[src/rtl/jid_pkg.sv]
// Package with the shared types, codes and constants of the Jacobi-to-distance converter.
`default_nettype none

package jid_pkg;

  // Field widths.
  localparam int LEN_W   = 24;
  localparam int ANG_W   = 16;
  localparam int MASS_W  = 18;
  localparam int MSUM_W  = 19;
  localparam int DIST_W  = 25;
  localparam int G_W     = 13;

  // Angle format: degrees with this many fraction bits.
  localparam int ANG_FRAC = 7;

  localparam logic [ANG_W-1:0] ANG_FULL    = ANG_W'(360 << ANG_FRAC);
  localparam logic [ANG_W-1:0] ANG_QUARTER = ANG_W'(90 << ANG_FRAC);
  localparam logic [ANG_W-1:0] ANG_EIGHTH  = ANG_W'(45 << ANG_FRAC);

  // pi/180 in Q32 and one in Q30.
  localparam logic [26:0] PI_Q32  = 27'd74961321;
  localparam logic [30:0] Q30_ONE = 31'h4000_0000;

  localparam logic [MASS_W-1:0] MASS_RESET = MASS_W'(1024);
  localparam logic [DIST_W-1:0] DIST_MAX   = {DIST_W{1'b1}};

  // Series divisors and their Q32 reciprocals, floor(2^32 / d).
  localparam int SIN_N = 5;
  localparam int COS_N = 6;
  localparam logic [7:0]  SIN_DIV [SIN_N] = '{8'd110, 8'd72, 8'd42, 8'd20, 8'd6};
  localparam logic [31:0] SIN_RCP [SIN_N] = '{32'd39045157, 32'd59652323, 32'd102261126,
                                              32'd214748364, 32'd715827882};
  localparam logic [7:0]  COS_DIV [COS_N] = '{8'd132, 8'd90, 8'd56, 8'd30, 8'd12, 8'd2};
  localparam logic [31:0] COS_RCP [COS_N] = '{32'd32537631, 32'd47721858, 32'd76695844,
                                              32'd143165576, 32'd357913941,
                                              32'd2147483648};

  // Queue depth between front and back.
  localparam int FIFO_DEPTH = 4;
  localparam int FIFO_AW    = 2;

  // Arrangement codes.
  typedef enum logic [1:0] {
    ARR_A_BC = 2'd0,
    ARR_B_CA = 2'd1,
    ARR_C_AB = 2'd2,
    ARR_BAD  = 2'd3
  } arr_t;

  // Configuration register indexes.
  typedef enum logic [1:0] {
    CFG_MASS_A = 2'd0,
    CFG_MASS_B = 2'd1,
    CFG_MASS_C = 2'd2,
    CFG_NONE   = 2'd3
  } cfg_idx_t;

  // Classified request as it travels from front to back.
  typedef struct packed {
    logic              bad;
    arr_t              arr;
    logic [LEN_W-1:0]  r;
    logic [LEN_W-1:0]  big_r;
    logic [MASS_W-1:0] m2;
    logic [MSUM_W-1:0] msum;
    logic              swap;
    logic [1:0]        k;
    logic [G_W-1:0]    g;
  } q_item_t;

  // Queue status seen by both sides.
  typedef struct packed {
    logic full;
    logic empty;
  } fifo_stat_t;

endpackage

`default_nettype wire

[src/rtl/jid_fifo.sv]
// Short request queue between the front and the back.
`default_nettype none

module jid_fifo
  import jid_pkg::*;
(
  input  wire logic clk,
  input  wire logic rst_n,
  input  wire logic push,
  input  q_item_t   push_item,
  input  wire logic pop,
  output q_item_t   head,
  output fifo_stat_t fstat
);

  q_item_t            mem [FIFO_DEPTH];
  logic [FIFO_AW-1:0] wp_r, rp_r;
  logic [FIFO_AW:0]   cnt_r, cnt_nxt;
  logic               do_push, do_pop;

  assign fstat.full  = (cnt_r == (FIFO_AW+1)'(FIFO_DEPTH));
  assign fstat.empty = (cnt_r == '0);
  assign do_push     = push && !fstat.full;
  assign do_pop      = pop && !fstat.empty;
  assign head        = mem[rp_r];

  always_comb begin
    cnt_nxt = cnt_r;
    if (do_push && !do_pop) begin
      cnt_nxt = cnt_r + 1'b1;
    end else if (do_pop && !do_push) begin
      cnt_nxt = cnt_r - 1'b1;
    end
  end

  // Pointers and fill count.
  always_ff @(posedge clk) begin
    if (!rst_n) begin
      wp_r  <= '0;
      rp_r  <= '0;
      cnt_r <= '0;
    end else begin
      if (do_push) begin
        wp_r <= wp_r + 1'b1;
      end
      if (do_pop) begin
        rp_r <= rp_r + 1'b1;
      end
      cnt_r <= cnt_nxt;
    end
  end

  // Storage.
  always_ff @(posedge clk) begin
    if (do_push) begin
      mem[wp_r] <= push_item;
    end
  end

endmodule

`default_nettype wire

[config.mk]
export PLATFORM = sky130hd
export DESIGN_NAME = jid_fifo
export DESIGN_NICKNAME = d
export VERILOG_FILES = /design/src/rtl/jid_pkg.sv /design/src/rtl/jid_fifo.sv
export SDC_FILE = /design/constraint.sdc
export NUM_CORES = 1
export LEC_CHECK = 0
export BUFFER_PORTS_ARGS = -buffer_cell sky130_fd_sc_hd__buf_2
export CAP_MARGIN = 20
export CORE_MARGIN = 4
export CORE_UTILIZATION = 43
export CTS_CLUSTER_SIZE = 40
export DETAILED_ROUTE_END_ITERATION = 8
export PLACE_DENSITY = 0.61
export SLEW_MARGIN = 20
export SYNTH_ARGS = -nofsm -noshare
export SYNTH_HDL_FRONTEND = slang
export SYNTH_SLANG_ARGS = --single-unit
[constraint.sdc]
create_clock -name clk -period 8.9 [get_ports clk]
set_input_delay 0.445 -clock clk [delete_from_list [all_inputs] [get_ports clk]]
set_output_delay 0.445 -clock clk [all_outputs]
set_load 0.02 [all_outputs]
# Yosys cells after proc, flatten, opt, wreduce, memory -nomap -nowiden
# Memory sizes are Yosys's and may differ from the RTL's. A register that Yosys moved wholly into a read port is not among the register bits.
# Index checks and enable logic that the tools add are counted.
[classes]
addsub = 4
n_eq_ne = 1
mux = 6
reduce_logical = 10
[ops]
columns = ["cell", "count"]
rows = [
  ["$mux 3", 2],
  ["$add 2x1->2 const B", 2],
  ["$logic_and 1x1->1", 4],
  ["$logic_not 1->1", 4],
  ["$mux 2", 2],
  ["$add 3x1->3 const B", 1],
  ["$eq 3x3->1 const B", 1],
  ["$logic_not 3->1", 1],
  ["$sub 3x1->3 const B", 1],
  ["$mux 1", 2],
  ["$reduce_bool 2->1", 1],
]
[totals]
regBits = 7
ram_bits = 416
inputBits = 108
mem_count = 1
[memory_table]
columns = ["memory", "depth", "word_bits", "read_ports", "rd_ports_with_merged_regs", "write_ports", "line_no", "source"]
rows = [
  ["mem", 4, 104, 1, 1, 1, "jid_fifo.sv:16", "q_item_t mem [FIFO_DEPTH];"],
]

# Longest topological paths before layout
# Gate-level depths: netlist of run 1.
[depth]
word_depth = 7
mapped_depth = 9
depth_no_buf = 8

# Worst setup path before layout of run 1
# OpenSTA, ideal clock, no wires.
[synth_path]
path_type = "register to register"
from = "register cnt_r[0]"
to = "memory mem[0][0] (netlist bit) (enable)"
setup_ns = 0.475
arrival_time_ns = 3.387
required_ns = 8.425
path_slack_ns = 5.039
path_stages_with_launch = 5
path_cell_list = "dfxtp_1 > nor3b_1 > nor2b_1 > clkbuf_1 > and2_1"
[synth_lines]
columns = ["element", "line_no", "source"]
rows = [
  ["start, declared", "jid_fifo.sv:18", "logic [FIFO_AW:0] cnt_r, cnt_nxt;"],
  ["start signal, assigned", "jid_fifo.sv:49", "cnt_r <= cnt_nxt;"],
  ["end, declared", "jid_fifo.sv:16", ""],
]

==> flow_summary.ini, run 1 <==
[sta]
worstMarginPinSlew_ps = 1010
fmax_mhz = 301
min_period_ps = 3320
setup_violations = 0
setup-tns-final_ps = 0
rsz0062_at_grt = no
slew_violations = 0
fin_skew_ps = 13.2
period_share_pct = 37.3
relSlewSlack_pct = 32.4
finalHoldViolations = 0

[floorplan]
ioPinCount = 214
rows = 69
die_area_um2 = 39100
design.core.area_um2 = 35600
die_x_um = 198
start_util_pct = 43.6
die_h_um = 198

[layout]
drive_gt1_share_pct = 44.8
finalNetCount = 946
synthToLayoutAreaGrowth_pct = 18.4
diodes = 0
design_area_um2 = 18300

[logic_synthesis]
syn_inst = 592
yosysMostFrequentCell = edfxtp_1
netlist.area_leader.share_pct = 80.6
synth.largest_area_cell = edfxtp_1
synth-async-reset-ratio_pct = 0
synthTopCellsByCount = 416 x edfxtp_1, 104 x mux4_2, 11 x buf_2
synth_ff_type = edfxtp_1
syn_area_per_cell_um2 = 26.2
ys_top_cells_by_area = edfxtp_1 81%, mux4_2 15%, dfxtp_1 1.2%
syn-num-nets = 706
synth.yosys.seq_area_share_pct = 81.8
ys_ff_latch = 425
ys_warn_count = 0
synth_edf_count = 416
netlist_area_um2 = 15500
synth_cell_types = 23

[worst_setup_path]
arrival_ps = 2880
max_stage_delay_ps = 850
slowest_stage = dfxtp_4
worstPathCellList = buf_4 -> mux4_2 -> buf_2
path_delay_family = buffers and inverters
required_ps = 8460
path_class = reg2out
crit_buf_inv = 2
cp_max_fo = 54
end_kind = output pin
startpoint_type = flop

[pwr]
peakVddDrop_uv = 179
clkPwrFrac_pct = 30.4
pwr-share-comb_pct = 24.3
p_int_mw = 3.96
leakagePower_nw = 6.09
netSwitchingPower_mw = 1.60
power_frac_seq_pct = 45.3
pwr_density_cell_nw_per_um2 = 303
switching_share_pct = 28.7

[placement]
place.gp.congestion = 0.685
dp_hpwl_um = 17900
io_buffers = 213
dpl_cell_area_um2 = 17000

[drt]
ant_nets = 0
viasPerCell = 5.21
finalWirelength_um = 30000
drc = 0
first_pass_iters = 4
num_vias = 6909
wl_per_cell_um = 22.6
drtIter0Drc = 382

[outcome]
outcome = complete, no violations

[clock_tree]
cts_tree = done
clock_sinks = 425
cts-buffers-inserted = 44
clock-root-buffer = clkbuf_16
clk_latency_ps = 540
hold_buffers = 0
cts_max_path_buffers = 3
post_cts_resized = 0
cts.clk_slew.worst_paths_ps = 60
post-cts-setup-buffers = 0
htree_levels = 2

[global_routing]
grt_pass1_wl_um = 45200
grt_max_degree = 68
grt_pass1_vias = 7221
grt_use_total_pct = 15.2
antenna_found_initial = 6
globalRouteOverflowTotal = 0

[job]
maxCapViolCount = 0

[worst_hold_path]
hp-class = in2reg
area by class of cell:
class / instances / area, um^2
timing repair buffer: 220 / 1120
multi-input combinational: 138 / 2630
clock buffer: 55 / 1140
inverter: 3 / 11.3
tap: 461 / 577
sequential: 425 / 12700
fill: 2861 / 17200
clock inverter: 25 / 186
through the flow:
stage | setup WS (ps) | util (%) | instances | power (mW) | hold WS [ps]
6_report | 5580 | 51.6 | 1327 | 5.56 | 123
5_1_grt | 5400 | 51.6 | 1327 | 5.82 | 95.6
4_1_cts | 5470 | 51.6 | 1327 | 5.65 | 91.1
3_5_place_dp | 5770 | 47.8 | 1247 | 3.95 | 496
3_3_place_gp | 5830 | 47.8 | 1247 | 3.95 | 491
2_1_floorplan | 5040 | - | 592 | 3.53 | 468
placed cells by master, fill, tap and decap left out:
cell type / instances
edfxtp_1: 416
buf_2: 213
mux4_2: 104
clkbuf_16: 44
clkbuf_1: 11
clkinv_1: 11
clkinv_2: 7
dfxtp_1: 7
buf_4: 7
ha_1: 5
and2_4: 4
and2_1: 4
nand2_1: 4
inv_1: 3
xnor2_1: 3
mux2i_1: 3
nor2b_1: 2
dfxtp_4: 2
inv_6: 2
bufinv_16: 2
nor3b_1: 1
nor3_1: 1
o31ai_1: 1
o311ai_0: 1
xor2_1: 1
o21ai_0: 1
or3_1: 1
a21boi_0: 1
fa_1: 1
clkinv_8: 1
clkinvlp_4: 1
clkinv_4: 1
power groups by stage:
stage               Combinational (mW)  Clock, mW  Sequential, mW
floorplan                         1.01          0            2.52
global placement                  1.39          0            2.56
detailed placement                1.39          0            2.57
CTS                               1.39       1.74            2.52
global route                      1.45       1.83            2.54
finish                            1.35       1.69            2.52
logic make-up (layout without fill, tap and decap cells):
| group | Yosys count | after routing | share of synthesized area [%] |
|---|---|---|---|
| flip-flops | 425 | 425 | 81.8 |
| buffers and inverters | 29 | 303 | 1.35 |
| XOR/XNOR | 4 | 4 | 0.226 |
| AND/OR/NAND/NOR | 17 | 17 | 0.622 |
| adder cells (fa/ha/maj) | 6 | 6 | 0.533 |
| AO/OA/AOI/OAI | 4 | 4 | 0.186 |
| multiplexers | 107 | 107 | 15.3 |
per-layer routing:
metal | routed length (um) | up-vias | global-route usage [%]
met5 | 89 | - | 0
met3 | 1940 | 58 | 4.08
met1 | 13200 | 3612 | 22.0
met2 | 14200 | 193 | 23.2
met4 | 612 | 12 | 3.90
li1 | - | 3034 | -
sequential cells by signal (all words and copies together), names as in the netlist, named ones only:
signal / flops
mem: 416
rp_r: 2
wp_r: 2
cnt_r: 3
worst paths after layout:
kind / to / cells after the start / slack (ps) / from
worst min-delay path: mem[2][47]$_DFFE_PP_ / 1 / 120 / push_item[47]
worst max register to register: mem[2][14]$_DFFE_PP_ / 4 / 5830 / cnt_r[0]$_SDFFE_PN0P_
worst max-delay path: head[42] / 3 / 5580 / flop
worst min register to register: wp_r[1]$_SDFFE_PN0P_ / 2 / 500 / wp_r[1]$_SDFFE_PN0P_
worst reg2reg max path, cell delays in order (launching register included):
cell	delay, ps
dfxtp_1	460
nor3b_1	100
nor2b_1	500
and2_4	670
buf_4	850
Power figures use the tool's default switching activity.
==> run 2, diff against run 1 <==
==> constraint.sdc (replaced) <==
create_clock -name clk -period 3.27 [get_ports clk]
set_input_delay 0.1635 -clock clk [delete_from_list [all_inputs] [get_ports clk]]
set_output_delay 0.1635 -clock clk [all_outputs]
set_load 0.02 [all_outputs]
==> flow_summary.ini, run 2 (synthesized netlist as in run 1, its figures left out) <==
[worst_hold_path]
hp-class = in2reg
hp-start = pop
hold_path_depth = 4

[sta]
fmax_mhz = 391
relSlewSlack_pct = 56.2
rsz0062_at_grt = no
setup-tns-final_ps = 0
min_period_ps = 2560
period_share_pct = 78.2
setup_violations = 0
layout_setup_ws_ps = 714
fin_skew_ps = 13.9
worstMarginPinSlew_ps = 657
slew_violations = 0
finalHoldViolations = 0

[outcome]
outcome = complete, no violations

[drt]
num_vias = 7338
finalWirelength_um = 30400
drtIter0Drc = 447
ant_nets = 0
viasPerCell = 5.10
first_pass_iters = 4
wl_per_cell_um = 21.1
drc = 0

[pwr]
peakVddDrop_uv = 555
leakagePower_nw = 6.63
power_mw = 15.4
pwr_density_cell_nw_per_um2 = 783

[floorplan]
die_area_um2 = 39100
rows = 69
design.core.area_um2 = 35600
start_util_pct = 43.6
die_h_um = 198
die_x_um = 198
ioPinCount = 214

[placement]
dpl_cell_area_um2 = 17300
io_buffers = 213
place_ws_ps = 767
dp_hpwl_um = 18600
place.gp.congestion = 0.716

[worst_setup_path]
path_class = reg2out
rr_worst_depth = 8
r2r-start = cnt_r[0]$_SDFFE_PN0P_
max_stage_delay_ps = 780
required_ps = 3110
startpoint_type = flop
ff2ff_setup_slack_ps = 770
worstReg2RegEnd = cnt_r[2]$_SDFFE_PN0P_
arrival_ps = 2390
end_kind = output pin
cp_max_fo = 29
worstPathCellList = buf_4 -> mux4_2 -> buf_2
slowest_stage = dfxtp_4

[clock_tree]
clk_latency_ps = 530
htree_levels = 2
post-cts-setup-buffers = 0
post_cts_resized = 0
cts.clk_slew.worst_paths_ps = 60
clock-root-buffer = clkbuf_16
cts-buffers-inserted = 42
clock_sinks = 425
cts_tree = done
hold_buffers = 105
cts_max_path_buffers = 3

[global_routing]
grt_pass1_vias = 7950
grt_max_degree = 52
globalRouteOverflowTotal = 0
grt_pass1_wl_um = 46700
antenna_found_initial = 1
grt_use_total_pct = 15.4

[layout]
top_regs = mem (416), cnt_r (3)
diodes = 0
largest_register_ffs = 416
final_cell_mix = 416 x edfxtp_1, 213 x buf_2, 105 x dlygate4sd3_1, 104 x mux4_2, 45 x clkbuf_16
top_register = mem
final_util_pct = 55.2
drive_gt1_share_pct = 40.3
synthToLayoutAreaGrowth_pct = 26.7
mostFrequentLayoutCell = edfxtp_1
design_area_um2 = 19600
finalNetCount = 1060

[job]
maxCapViolCount = 0
## run 2: metal layers
metal / track usage, % / up-vias / routed length, um
met5: 0 / - / 7
met4: 3.44 / 2 / 363
met3: 3.68 / 35 / 2010
met2: 24.0 / 212 / 14400
met1: 22.7 / 3829 / 13600
li1: - / 3260 / -
## run 2: stage by stage
stage	std cells	hold slack, ps
2_1_floorplan	592	262
3_3_place_gp	1258	380
3_5_place_dp	1258	383
4_1_cts	1438	116
5_1_grt	1438	133
6_report	1438	134
## run 2: worst max-delay path, delay by kind of cell, from the launching register on
kind / cells / cell delay (ps)
buf+inv: 2 / 530
flops: 1 / 780
mux: 1 / 570
## run 2: area by class of cell
type / count / area, um^2
Fill cell: 2716 / 15900
Sequential cell: 425 / 12700
Timing Repair Buffer: 336 / 2410
Inverter: 3 / 11.3
Multi-Input combinational cell: 138 / 2630
Tap cell: 461 / 577
Clock buffer: 60 / 1180
Clock inverter: 15 / 141
## run 2: worst max-delay path by stage
| stage | start | end | slack, ps | depth (start not counted) |
|---|---|---|---|---|
| after global placement | cnt_r[0]$_SDFFE_PN0P_ | cnt_r[2]$_SDFFE_PN0P_ | 880 | 8 |
| after global routing | flop | head[93] | 510 | 3 |
| after CTS | flop | head[55] | 610 | 3 |
| after floorplan | cnt_r[0]$_SDFFE_PN0P_ | mem[0][0]$_DFFE_PP_ | 560 | 4 |
| final | flop | head[93] | 710 | 3 |
| after detailed placement | cnt_r[0]$_SDFFE_PN0P_ | cnt_r[2]$_SDFFE_PN0P_ | 770 | 8 |
## run 2: where the power goes
group	total, mW	internal [mW]	switching [mW]
Sequential	6.88	6.61	0.266
Combinational	3.89	1.73	2.16
Clock	4.60	2.74	1.85
Total	15.4	11.1	4.28
