[config.mk]
export PLATFORM = sky130hd
export DESIGN_NAME = jid_front
export DESIGN_NICKNAME = d
export VERILOG_FILES = /design/src/rtl/jid_pkg.sv /design/src/rtl/jid_front.sv
export SDC_FILE = /design/constraint.sdc
export NUM_CORES = 1
export LEC_CHECK = 0
export BUFFER_PORTS_ARGS = -buffer_cell sky130_fd_sc_hd__buf_4
export CORE_MARGIN = 2
export CORE_UTILIZATION = 55
export DETAILED_ROUTE_END_ITERATION = 10
export GPL_TIMING_DRIVEN = 0
export PLACE_DENSITY = 0.8
export SYNTH_ARGS = -nofsm -noshare
export SYNTH_HDL_FRONTEND = slang
export SYNTH_SLANG_ARGS = --single-unit
[constraint.sdc]
create_clock -name clk -period 11.1 [get_ports clk]
set_input_delay 0.555 -clock clk [delete_from_list [all_inputs] [get_ports clk]]
set_output_delay 0.555 -clock clk [all_outputs]
set_load 0.005 [all_outputs]
[src/rtl/jid_pkg.sv]
// Package with the shared types, codes and constants of the Jacobi-to-distance converter.
`default_nettype none

package jid_pkg;

  // Field widths.
  localparam int LEN_W   = 24;
  localparam int ANG_W   = 16;
  localparam int MASS_W  = 18;
  localparam int MSUM_W  = 19;
  localparam int DIST_W  = 25;
  localparam int G_W     = 13;

  // Angle format: degrees with this many fraction bits.
  localparam int ANG_FRAC = 7;

  localparam logic [ANG_W-1:0] ANG_FULL    = ANG_W'(360 << ANG_FRAC);
  localparam logic [ANG_W-1:0] ANG_QUARTER = ANG_W'(90 << ANG_FRAC);
  localparam logic [ANG_W-1:0] ANG_EIGHTH  = ANG_W'(45 << ANG_FRAC);

  // pi/180 in Q32 and one in Q30.
  localparam logic [26:0] PI_Q32  = 27'd74961321;
  localparam logic [30:0] Q30_ONE = 31'h4000_0000;

  localparam logic [MASS_W-1:0] MASS_RESET = MASS_W'(1024);
  localparam logic [DIST_W-1:0] DIST_MAX   = {DIST_W{1'b1}};

  // Series divisors and their Q32 reciprocals, floor(2^32 / d).
  localparam int SIN_N = 5;
  localparam int COS_N = 6;
  localparam logic [7:0]  SIN_DIV [SIN_N] = '{8'd110, 8'd72, 8'd42, 8'd20, 8'd6};
  localparam logic [31:0] SIN_RCP [SIN_N] = '{32'd39045157, 32'd59652323, 32'd102261126,
                                              32'd214748364, 32'd715827882};
  localparam logic [7:0]  COS_DIV [COS_N] = '{8'd132, 8'd90, 8'd56, 8'd30, 8'd12, 8'd2};
  localparam logic [31:0] COS_RCP [COS_N] = '{32'd32537631, 32'd47721858, 32'd76695844,
                                              32'd143165576, 32'd357913941,
                                              32'd2147483648};

  // Queue depth between front and back.
  localparam int FIFO_DEPTH = 4;
  localparam int FIFO_AW    = 2;

  // Arrangement codes.
  typedef enum logic [1:0] {
    ARR_A_BC = 2'd0,
    ARR_B_CA = 2'd1,
    ARR_C_AB = 2'd2,
    ARR_BAD  = 2'd3
  } arr_t;

  // Configuration register indexes.
  typedef enum logic [1:0] {
    CFG_MASS_A = 2'd0,
    CFG_MASS_B = 2'd1,
    CFG_MASS_C = 2'd2,
    CFG_NONE   = 2'd3
  } cfg_idx_t;

  // Classified request as it travels from front to back.
  typedef struct packed {
    logic              bad;
    arr_t              arr;
    logic [LEN_W-1:0]  r;
    logic [LEN_W-1:0]  big_r;
    logic [MASS_W-1:0] m2;
    logic [MSUM_W-1:0] msum;
    logic              swap;
    logic [1:0]        k;
    logic [G_W-1:0]    g;
  } q_item_t;

  // Queue status seen by both sides.
  typedef struct packed {
    logic full;
    logic empty;
  } fifo_stat_t;

endpackage

`default_nettype wire

[src/rtl/jid_front.sv]
// Front stage: mass registers, request acceptance, pair selection and angle folding.
`default_nettype none

module jid_front
  import jid_pkg::*;
(
  input  wire logic              clk,
  input  wire logic              rst_n,
  input  wire logic              cfg_we,
  input  wire logic [1:0]        cfg_idx,
  input  wire logic [MASS_W-1:0] cfg_data,
  input  wire logic              in_valid,
  output logic                   in_ready,
  input  wire logic [1:0]        in_arrangement,
  input  wire logic [LEN_W-1:0]  in_bond_length,
  input  wire logic [LEN_W-1:0]  in_atom_distance,
  input  wire logic [ANG_W-1:0]  in_jacobi_angle,
  input  wire fifo_stat_t        fstat,
  output logic                   push,
  output q_item_t                push_item
);

  logic [MASS_W-1:0] mass_a_r, mass_b_r, mass_c_r;
  logic              f_vld_r, f_vld_nxt;
  q_item_t           f_r, f_nxt;

  logic [MASS_W-1:0] m1, m2;
  logic [ANG_W-1:0]  ar, fr, kq;
  logic [1:0]        k;
  logic              take;

  // The stage can load when empty or when its content moves to the queue.
  assign in_ready  = !f_vld_r || !fstat.full;
  assign take      = in_valid && in_ready;
  assign push      = f_vld_r && !fstat.full;
  assign push_item = f_r;

  // Pick the pair masses and fold the angle into the first octant.
  always_comb begin
    unique case (arr_t'(in_arrangement))
      ARR_A_BC: begin m1 = mass_c_r; m2 = mass_b_r; end
      ARR_B_CA: begin m1 = mass_c_r; m2 = mass_a_r; end
      ARR_C_AB: begin m1 = mass_a_r; m2 = mass_b_r; end
      default:  begin m1 = mass_a_r; m2 = mass_b_r; end
    endcase

    ar = (in_jacobi_angle >= ANG_FULL) ? in_jacobi_angle - ANG_FULL : in_jacobi_angle;
    if (ar >= ANG_W'(3 * ANG_QUARTER)) begin
      k = 2'd3; kq = ANG_W'(3 * ANG_QUARTER);
    end else if (ar >= ANG_W'(2 * ANG_QUARTER)) begin
      k = 2'd2; kq = ANG_W'(2 * ANG_QUARTER);
    end else if (ar >= ANG_QUARTER) begin
      k = 2'd1; kq = ANG_QUARTER;
    end else begin
      k = 2'd0; kq = '0;
    end
    fr = ar - kq;

    f_nxt.bad   = (arr_t'(in_arrangement) == ARR_BAD);
    f_nxt.arr   = arr_t'(in_arrangement);
    f_nxt.r     = in_bond_length;
    f_nxt.big_r = in_atom_distance;
    f_nxt.m2    = m2;
    f_nxt.msum  = MSUM_W'(m1) + MSUM_W'(m2);
    f_nxt.k     = k;
    f_nxt.swap  = (fr > ANG_EIGHTH);
    f_nxt.g     = f_nxt.swap ? G_W'(ANG_QUARTER - fr) : G_W'(fr);

    if (take) begin
      f_vld_nxt = 1'b1;
    end else if (push) begin
      f_vld_nxt = 1'b0;
    end else begin
      f_vld_nxt = f_vld_r;
    end
  end

  // Configuration registers and the front register.
  always_ff @(posedge clk) begin
    if (!rst_n) begin
      mass_a_r <= MASS_RESET;
      mass_b_r <= MASS_RESET;
      mass_c_r <= MASS_RESET;
      f_vld_r  <= 1'b0;
    end else begin
      if (cfg_we) begin
        unique case (cfg_idx_t'(cfg_idx))
          CFG_MASS_A: mass_a_r <= cfg_data;
          CFG_MASS_B: mass_b_r <= cfg_data;
          CFG_MASS_C: mass_c_r <= cfg_data;
          default:    ;
        endcase
      end
      f_vld_r <= f_vld_nxt;
    end
  end

  always_ff @(posedge clk) begin
    if (take) begin
      f_r <= f_nxt;
    end
  end

endmodule

`default_nettype wire

Word-level counts from Yosys, hierarchy flattened --
Cells that the tools add are included.
Storage, ports and cells: register bits 159, bits of input ports 92, output and inout bits 106, logic and storage cells 51
Cells by class: $add $sub $neg 4, magnitude comparators 5, equality and inequality tests 4, mux-type cells 11, reduce and logical (&&, ||, !) cells 13
Operator list (number):
- 2-to-1 mux 18 bit | 2
- greater-or-equal comparator 16 bit, second input constant | 2
- 2-to-1 mux 16 bit | 2
- adder 18 x 18 -> 19 bit | 1
- greater-or-equal comparator 16 x 14 -> 1 bit, second input constant | 1
- greater-or-equal comparator 16 x 15 -> 1 bit, second input constant | 1
- > comparator 16 x 13 -> 1 bit, second input constant | 1
- subtractor 16 bit | 1
- subtractor 16 bit, second input constant | 1
- 2-to-1 mux 15 bit | 1
- 2-to-1 mux 14 bit | 1
- 2-to-1 mux 13 bit | 1
- subtractor 12 x 13 -> 13 bit, first input constant | 1
- AND reduction 2 bit | 3
- equality test 2 x 1 -> 1 bit, second input constant | 2
- equality test 2 bit, second input constant | 2
- zero test 2 bit | 2
- 2-to-1 mux 1 bit | 4
- OR reduction 2 bit | 2
- logical AND 1 bit | 2
- zero test 1 bit | 2
- nonzero test 2 bit | 1
- logical OR 1 bit | 1

Depth between registers and ports, before layout --
Gate-level depths: netlist (run 1).
depth in word-level cells 9, gate-level depth with buffers 24, gate-level depth less buffers 22

Least setup slack after synthesis (run 1) --
OpenSTA, ideal clock, no wires.
kind input to register, start in in_jacobi_angle[10], end reg f_r, in the netlist push_item[3], data pin, setup time 0.263 ns, arrival 4.441 ns, required time 10.837 ns, path slack 6.396 ns, stages on the path 23, buffers on the path 2, cells stage by stage buf_2 > inv_1 > ha_1 > and3b_1 > o21ai_2 > nand2_1 > a311o_1 > or3_4 > nand2_2 > inv_2 > and2_1 > ha_1 > fa_1 > nor2b_1 > o21ai_0 > nand2b_1 > xnor2_1 > or3_1 > nand3_1 > o211ai_1 > buf_6 > o32ai_1 > xnor2_1
RTL lines:
- start: declaration | RTL line jid_front.sv:17 | input wire logic [ANG_W-1:0] in_jacobi_angle,
- end signal: assignment | RTL line jid_front.sv:100 | f_r <= f_nxt;
- end: declaration | RTL line jid_front.sv:25 | q_item_t f_r, f_nxt;

==> out/results.tsv, run 1 <==
stage	metric	value	unit
route	viasPerCell	5.57	
pwr	powerDensity	153	nW/um^2
timing	setup_tns	0	ns
worst_setup_path	slowest_stage	a21boi_1	
worst_setup_path	worstSetupPathType	in2reg	
timing	slew_headroom	0.224	
pwr	combPwrFrac	0.179	
timing	rsz0062_at_grt	false	
floorplanning	dieHeight	121	um
worst_hold_path	whs_path_depth	1	
pwr	irDropWorstVdd	0.101	mV
worst_setup_path	crit_fanout	10	
route	drc	0	
worst_setup_path	cpPeakStageDelay	0.49	ns
global_routing	grt_pass1_vias	5854	
placed_design	placed_area	9210	sq um
worst_hold_path	min_to	push_item[73]$_DFFE_PP_	
timing	worst_slew_pin_slew	1.16	ns
floorplanning	ios	198	
worst_setup_path	rrSetupSlack	7.50	ns
floorplanning	die_w	121	um
timing	report.final.slew_viol_count	0	
global_routing	antenna_found_initial	0	
pwr	swShare	0.265	
route	finalWirelength	19.2	mm
cts	cts_resized	0	
synthesis	yosysUniqueCellTypes	65	
worst_setup_path	worst_ep_arrival_time	5.13	ns
synthesis	synth_edf_count	104	
floorplanning	rows	42	
layout	final_area	9750	sq um
cts	clockBufferDepth	2	
cts	clock-root-buffer	clkbuf_16	
synthesis	syn_avg_cell_area	11.3	sq um
synthesis	syn_nets	784	
synthesis	ys.flop_type	edfxtp_1	
layout	fillCellCount	889	
worst_setup_path	crit_chain	buf_4, inv_1, ha_1, nor4b_2, nand4_2, and2_4, o41a_1, or3_4, nand2_2, inv_2, and2_1, ha_1, nor2b_1, o21ai_0, a21boi_1, nor2_1, nor2_1, o21ai_0, a31oi_1, o211ai_1, buf_6, o21ai_1, xor2_1	
worst_setup_path	cp-startpoint	in_jacobi_angle[1]	
route	drt.antenna.violating_nets	0	
synthesis	syn_inst	664	
cts	clock_latency	0.42	ns
cts	cts_inserted_buffers	17	
synthesis	mappedNetlistArea	7500	sq um
worst_setup_path	cp.required	11.27	ns
timing	hold_violations	0	
layout	antenna_cells	0	
layout	drive_gt1_frac	0.315	
placed_design	globalplace.congestion	0.893	
cts	hold_buffers	0	
layout	syn_to_final_growth	29.9	%
synthesis	synth_seq_area_share	0.563	
route	wl_per_cell	18.0	um
layout	layout.nets	998	
timing	whs	0.308	ns
worst_setup_path	r2r_start	mass_a_r[0]$_SDFFE_PN0P_	
worst_setup_path	r2r_cells	14	
layout	layout_commonest_cell	buf_4	
worst_hold_path	min_path_type	in2reg	
pwr	switchingPower	396	uW
worst_hold_path	hp-start	in_atom_distance[20]	
route	via_count	5938	
route	drt-pass1-iter-count	6	
synthesis	yosys_warnings	0	
pwr	clockPowerShare	0.357	
cts	tritoncts	yes	
cts	ctsHtreeMaxLevel	4	
run_status	status	complete, no violations	
pwr	pwr-share-seq	0.465	
pwr	leakage	4.08	nW
synthesis	synth-seq-cells	159	
cts	post_cts_buffers	0	
timing	skew	0.00859	ns
worst_setup_path	start_kind	input port	
global_routing	grt_max_degree	71	
worst_setup_path	r2r_end	push_item[34]$_DFFE_PP_	
global_routing	grtUsageTotal	0.263	
timing	post-route-min-period	4.97	ns
floorplanning	initial_core_util	0.564	
timing	period_share	0.448	
placed_design	io_buffer_count	194	
global_routing	grt_overflow	0	
route	drt_iter0_markers	579	
timing	setup_violations	0	
floorplanning	die_area	14600	sq um
job	cap_violations	0	
floorplanning	core_area	13300	sq um
pwr	power.internal	1.10	mW
global_routing	grt_pass1_wl	29.8	mm
placed_design	dp_hpwl	13.8	mm
worst_setup_path	cp-end-kind	register	
cts	clock-sinks	159	
synthesis	synthArstFlopShare	0	
timing	max_freq	201	MHz
layout	layout_common_cells	buf_4 (194), nand2_1 (127), edfxtp_1 (104)	
cts	path_clk_slew	0.06	ns
==> layer usage <==
layer	GRT usage	part of all wire	wire length, um
met3	0.0524	0.067	1280
met4	0.0865	0.017	326
met2	0.464	0.51	9820
met5	0	0	0
met1	0.324	0.40	7770
==> how the worst max path moves through the flow <==
stage                                   to  slack (ns)  depth (start not counted)
finish              push_item[8]$_DFFE_PP_        6.13                         23
detailed placement  push_item[8]$_DFFE_PP_        5.71                         23
global route        push_item[5]$_DFFE_PP_        5.68                         23
CTS                 push_item[8]$_DFFE_PP_        6.15                         23
floorplan           push_item[3]$_DFFE_PP_        6.40                         23
global placement    push_item[5]$_DFFE_PP_        5.83                         23
==> cell type report <==
class / instances / area (sq um) / area share
timing repair buffer: 195 / 1480 / 0.152
sequential: 159 / 4220 / 0.433
inverter: 23 / 86.3 / 0.00886
clock inverter: 14 / 109 / 0.0112
clock buffer: 18 / 429 / 0.0440
tap: 176 / 220 / 0.0226
multi-input combinational: 457 / 3090 / 0.317
buffer: 25 / 106 / 0.0109
==> critical path: cells and delay by family <==
kind / cells / cell delay, ns
buffers and inverters: 4 / 0.43
AND/OR/NAND/NOR: 9 / 1.90
adder cells (fa/ha/maj): 2 / 0.41
XOR/XNOR: 1 / 0.09
AO/OA/AOI/OAI: 7 / 1.75
==> power groups by stage <==
| stage | Sequential (mW) | Clock (mW) | Combinational, mW |
|---|---|---|---|
| after global placement | 0.708 | 0 | 0.253 |
| final | 0.694 | 0.533 | 0.267 |
| after global routing | 0.698 | 0.561 | 0.290 |
| after CTS | 0.695 | 0.536 | 0.266 |
| after floorplan | 0.711 | 0 | 0.140 |
| after detailed placement | 0.707 | 0 | 0.264 |
==> synthesized netlist by cell type (2+ instances only) <==
cell type,count,share of area
nand2_1,127,0.064
edfxtp_1,104,0.42
dfxtp_1,55,0.15
a21boi_0,53,0.053
mux2_2,35,0.053
ha_1,26,0.043
inv_1,22,0.011
xnor2_1,22,0.026
o21ai_0,21,0.014
a21oi_1,20,0.013
clkbuf_1,17,0.0085
nor2_1,17,0.0085
o21ai_1,12,0.0080
nand3_1,9,0.0060
nor2b_1,9,0.0075
xor2_1,9,0.011
nor3_1,7,0.0047
a21o_1,5,0.0050
and2_1,5,0.0042
o21bai_1,5,0.0050
and3_1,4,0.0033
and3b_1,4,0.0047
buf_2,4,0.0027
mux2i_1,4,0.0053
nand2b_1,4,0.0033
o211ai_1,4,0.0040
or2_2,4,0.0033
a31oi_1,3,0.0025
buf_1,3,0.0015
nand3b_1,3,0.0030
nand4_1,3,0.0025
o21a_1,3,0.0030
o31ai_1,3,0.0030
a211o_1,2,0.0023
and4b_1,2,0.0027
fa_1,2,0.0053
o22ai_1,2,0.0017
o32ai_1,2,0.0023
or3_1,2,0.0017
==> kinds of logic (layout without fill, tap and decap cells) <==
kind of cell               after synthesis  after routing  share of synthesized area
DFF                                    159            159                      0.563
xor gates and xnor gates                31             31                     0.0362
and+or+nand+nor                        212            212                      0.136
AOI/OAI and AO/OA                      147            147                      0.133
adders and majority gates               28             28                     0.0487
buffers and inverters                   48            275                     0.0257
muxes                                   39             39                     0.0579
==> stage by stage <==
stage / setup slack (ns) / power [mW] / utilization / instances
global route: 5.68 / 1.55 / 0.733 / 1067
CTS: 6.15 / 1.50 / 0.733 / 1067
floorplan: 6.40 / 0.851 / - / 664
finish: 6.13 / 1.49 / 0.733 / 1067
global placement: 5.83 / 0.961 / 0.690 / 1034
detailed placement: 5.71 / 0.971 / 0.693 / 1035
==> registers in the layout, summed over array words and instances (netlist names) <==
name / flops
mass_b_r: 18
f_vld_r: 1
push_item: 104
mass_c_r: 18
mass_a_r: 18
Power figures use the tool's default switching activity.
==> run 2: changes to the inputs <==
--- a/config.mk
+++ b/config.mk
@@ -7,10 +7,10 @@
 export LEC_CHECK = 0
 export BUFFER_PORTS_ARGS = -buffer_cell sky130_fd_sc_hd__buf_4
 export CORE_MARGIN = 2
-export CORE_UTILIZATION = 55
+export CORE_UTILIZATION = 53
 export DETAILED_ROUTE_END_ITERATION = 10
 export GPL_TIMING_DRIVEN = 0
-export PLACE_DENSITY = 0.8
+export PLACE_DENSITY = 0.77
 export SYNTH_ARGS = -nofsm -noshare
 export SYNTH_HDL_FRONTEND = slang
 export SYNTH_SLANG_ARGS = --single-unit
==> constraint.sdc (replaced) <==
create_clock -name clk -period 4.67 [get_ports clk]
set_input_delay 0.2335 -clock clk [delete_from_list [all_inputs] [get_ports clk]]
set_output_delay 0.2335 -clock clk [all_outputs]
set_load 0.005 [all_outputs]
==> out/results.tsv, run 2 (synthesis results as in run 1) <==
stage	metric	value	unit	change
route	drt_iter0_markers	399		was 579
route	wl_per_cell	17.5	um	was 18.0 um
timing	post-route-min-period	4.44	ns	
route	via_count	6082		was 5938
floorplanning	core_area	13800	sq um	was 13300 sq um
global_routing	grtUsageTotal	0.255		was 0.263
pwr	leakage	4.30	nW	was 4.08 nW
worst_setup_path	slowest_stage	o41a_1		was a21boi_1
layout	syn_to_final_growth	36.9	%	was 29.9%
worst_setup_path	crit_chain	buf_4, inv_1, ha_2, nor4b_4, nand4_4, and2_4, o41a_1, or3_4, nand2_2, inv_2, and2_1, ha_1, fa_1, nor2b_1, o21ai_0, nand2b_1, xnor2_1, or3_1, nand3_1, o211ai_1, buf_6, o32ai_1, xnor2_1		was buf_4, inv_1, ha_1, nor4b_2, nand4_2, and2_4, o41a_1, or3_4, nand2_2, inv_2, and2_1, ha_1, nor2b_1, o21ai_0, a21boi_1, nor2_1, nor2_1, o21ai_0, a31oi_1, o211ai_1, buf_6, o21ai_1, xor2_1
cts	clock-sinks	159		unchanged
floorplanning	initial_core_util	0.543		was 0.564
floorplanning	die_area	15100	sq um	was 14600 sq um
timing	skew	0.00920	ns	was 0.00859 ns
route	drc	0		unchanged
worst_setup_path	cpPeakStageDelay	0.43	ns	was 0.49 ns
placed_design	globalplace.congestion	0.888		was 0.893
layout	layout_commonest_cell	buf_4		unchanged
floorplanning	ios	198		unchanged
placed_design	placed_cells	1039		was 1035
layout	largest_reg_flops	104		unchanged
pwr	powerDensity	351	nW/um^2	was 153 nW/um^2
placed_design	dp_worst_setup_slack	-0.319	ns	was 5.71 ns
timing	slew_headroom	0.168		was 0.224
placed_design	dp_hpwl	13.2	mm	was 13.8 mm
route	viasPerCell	5.44		was 5.57
worst_setup_path	worstSetupPathType	in2reg		unchanged
layout	multi_input_area	3120	sq um	was 3090 sq um
layout	drive_gt1_frac	0.299		was 0.315
worst_setup_path	cp-end-kind	register		unchanged
worst_hold_path	min_path_type	in2reg		unchanged
layout	antenna_cells	0		unchanged
cts	ctsHtreeMaxLevel	4		unchanged
global_routing	grt_overflow	0		unchanged
timing	max_freq	225	MHz	
worst_setup_path	start_kind	input port		unchanged
layout	layout_common_cells	buf_4 (195), nand2_1 (127), edfxtp_1 (104)		was buf_4 (194), nand2_1 (127), edfxtp_1 (104)
floorplanning	dieHeight	123	um	was 121 um
timing	worst_slew_pin_slew	1.25	ns	was 1.16 ns
global_routing	antenna_found_initial	0		unchanged
placed_design	io_buffer_count	194		unchanged
timing	layout_setup_ws	0.230	ns	was 6.13 ns
run_status	status	complete, no violations		unchanged
timing	hold_violations	0		unchanged
floorplanning	rows	43		was 42
cts	clock-root-buffer	clkbuf_16		unchanged
cts	clock_latency	0.41	ns	was 0.42 ns
route	drt-pass1-iter-count	5		was 6
route	finalWirelength	19.6	mm	was 19.2 mm
worst_setup_path	worst_ep_arrival_time	4.60	ns	was 5.13 ns
timing	report.final.slew_viol_count	0		unchanged
pwr	finalPower	3.60	mW	was 1.49 mW
cts	clockBufferDepth	2		unchanged
worst_setup_path	crit_fanout	10		unchanged
route	drt.antenna.violating_nets	0		unchanged
timing	setup_violations	0		unchanged
layout	finalCoreUtilization	0.743		was 0.733
cts	path_clk_slew	0.06	ns	about the same
timing	period_share	0.951		
layout	regArea	4220	sq um	unchanged
global_routing	grt_pass1_wl	29.5	mm	was 29.8 mm
layout	fillCellCount	955		was 889
layout	fin_cells	1119		was 1067
cts	tritoncts	yes		unchanged
global_routing	grt_pass1_vias	5816		was 5854
pwr	irDropWorstVdd	0.228	mV	was 0.101 mV
job	cap_violations	0		unchanged
layout	layout.nets	1046		was 998
worst_setup_path	cpMostUsedCell	xnor2_1		
worst_setup_path	cp.required	4.83	ns	was 11.27 ns
cts	cts_inserted_buffers	17		unchanged
floorplanning	die_w	123	um	was 121 um
global_routing	grt_max_degree	76		was 71
-- run 2: changes by cell type in the layout (fill, tap and decap cells not counted), sizes merged --
cell	delta
dlygate4sd3	+47
clkbuf	+11
clkinv	-5
inv	-1
clkinvlp	-4
-- run 2: area by class of cell --
type / count / area share
buffer: 25 / 0.0105
clock buffer: 28 / 0.0506
tap: 180 / 0.0219
clock inverter: 4 / 0.00219
sequential: 159 / 0.411
multi-input combinational: 457 / 0.304
timing repair buffer: 243 / 0.191
inverter: 23 / 0.00841
-- run 2: critical path: cells and delay by family --
family	cells	cell delay [ns]
adder cells (fa/ha/maj)	3	0.82
XOR/XNOR	2	0.21
buffers and inverters	4	0.42
AO/OA/AOI/OAI	4	0.78
AND/OR/NAND/NOR	10	2.13
-- run 2: through the flow --
| stage | hold WS, ns | setup TNS (ns) | instance area, sq um |
|---|---|---|---|
| 6_report | 0.0182 | 0 | 10300 |
| 5_1_grt | 0.000480 | -0.0702 | 10300 |
| 4_1_cts | 0.00161 | 0 | 10200 |
| 3_5_place_dp | 0.413 | -3.77 | 9210 |
| 3_3_place_gp | 0.412 | -1.46 | 9180 |
| 2_1_floorplan | 0.332 | 0 | 7500 |
-- run 2: power by group --
group	total (mW)	internal, mW	switching [mW]
clock network	1.27	0.758	0.516
registers	1.65	1.62	0.0340
logic	0.672	0.335	0.338
-- run 2: path summary, 6_finish.rpt --
path,end,startpoint,slack (ns),depth (start not counted)
worst max register to register,push_item[34]$_DFFE_PP_,mass_a_r[0]$_SDFFE_PN0P_,1.11,14
worst min register to register,mass_c_r[6]$_SDFFE_PN0P_,mass_c_r[6]$_SDFFE_PN0P_,0.46,2
worst min-delay path,push_item[58]$_DFFE_PP_,in_atom_distance[5],0.02,1
worst max-delay path,push_item[3]$_DFFE_PP_,in_jacobi_angle[1],0.23,23
-- run 2: timing repair --
action                     4_1_cts  5_1_grt
setup endpoints to repair        0       15
hold buffers                    47        0
hold endpoints to repair        47        0
setup buffers                    0        1
gates resized for setup          0        8
-- run 2: layer usage --
| layer | vias up | track usage | part of all wire |
|---|---|---|---|
| met4 | 0 | 0.0881 | 0.019 |
| met5 | - | 0 | 0 |
| li1 | 2911 | - | - |
| met3 | 27 | 0.0484 | 0.070 |
| met2 | 239 | 0.449 | 0.50 |
| met1 | 2905 | 0.314 | 0.41 |
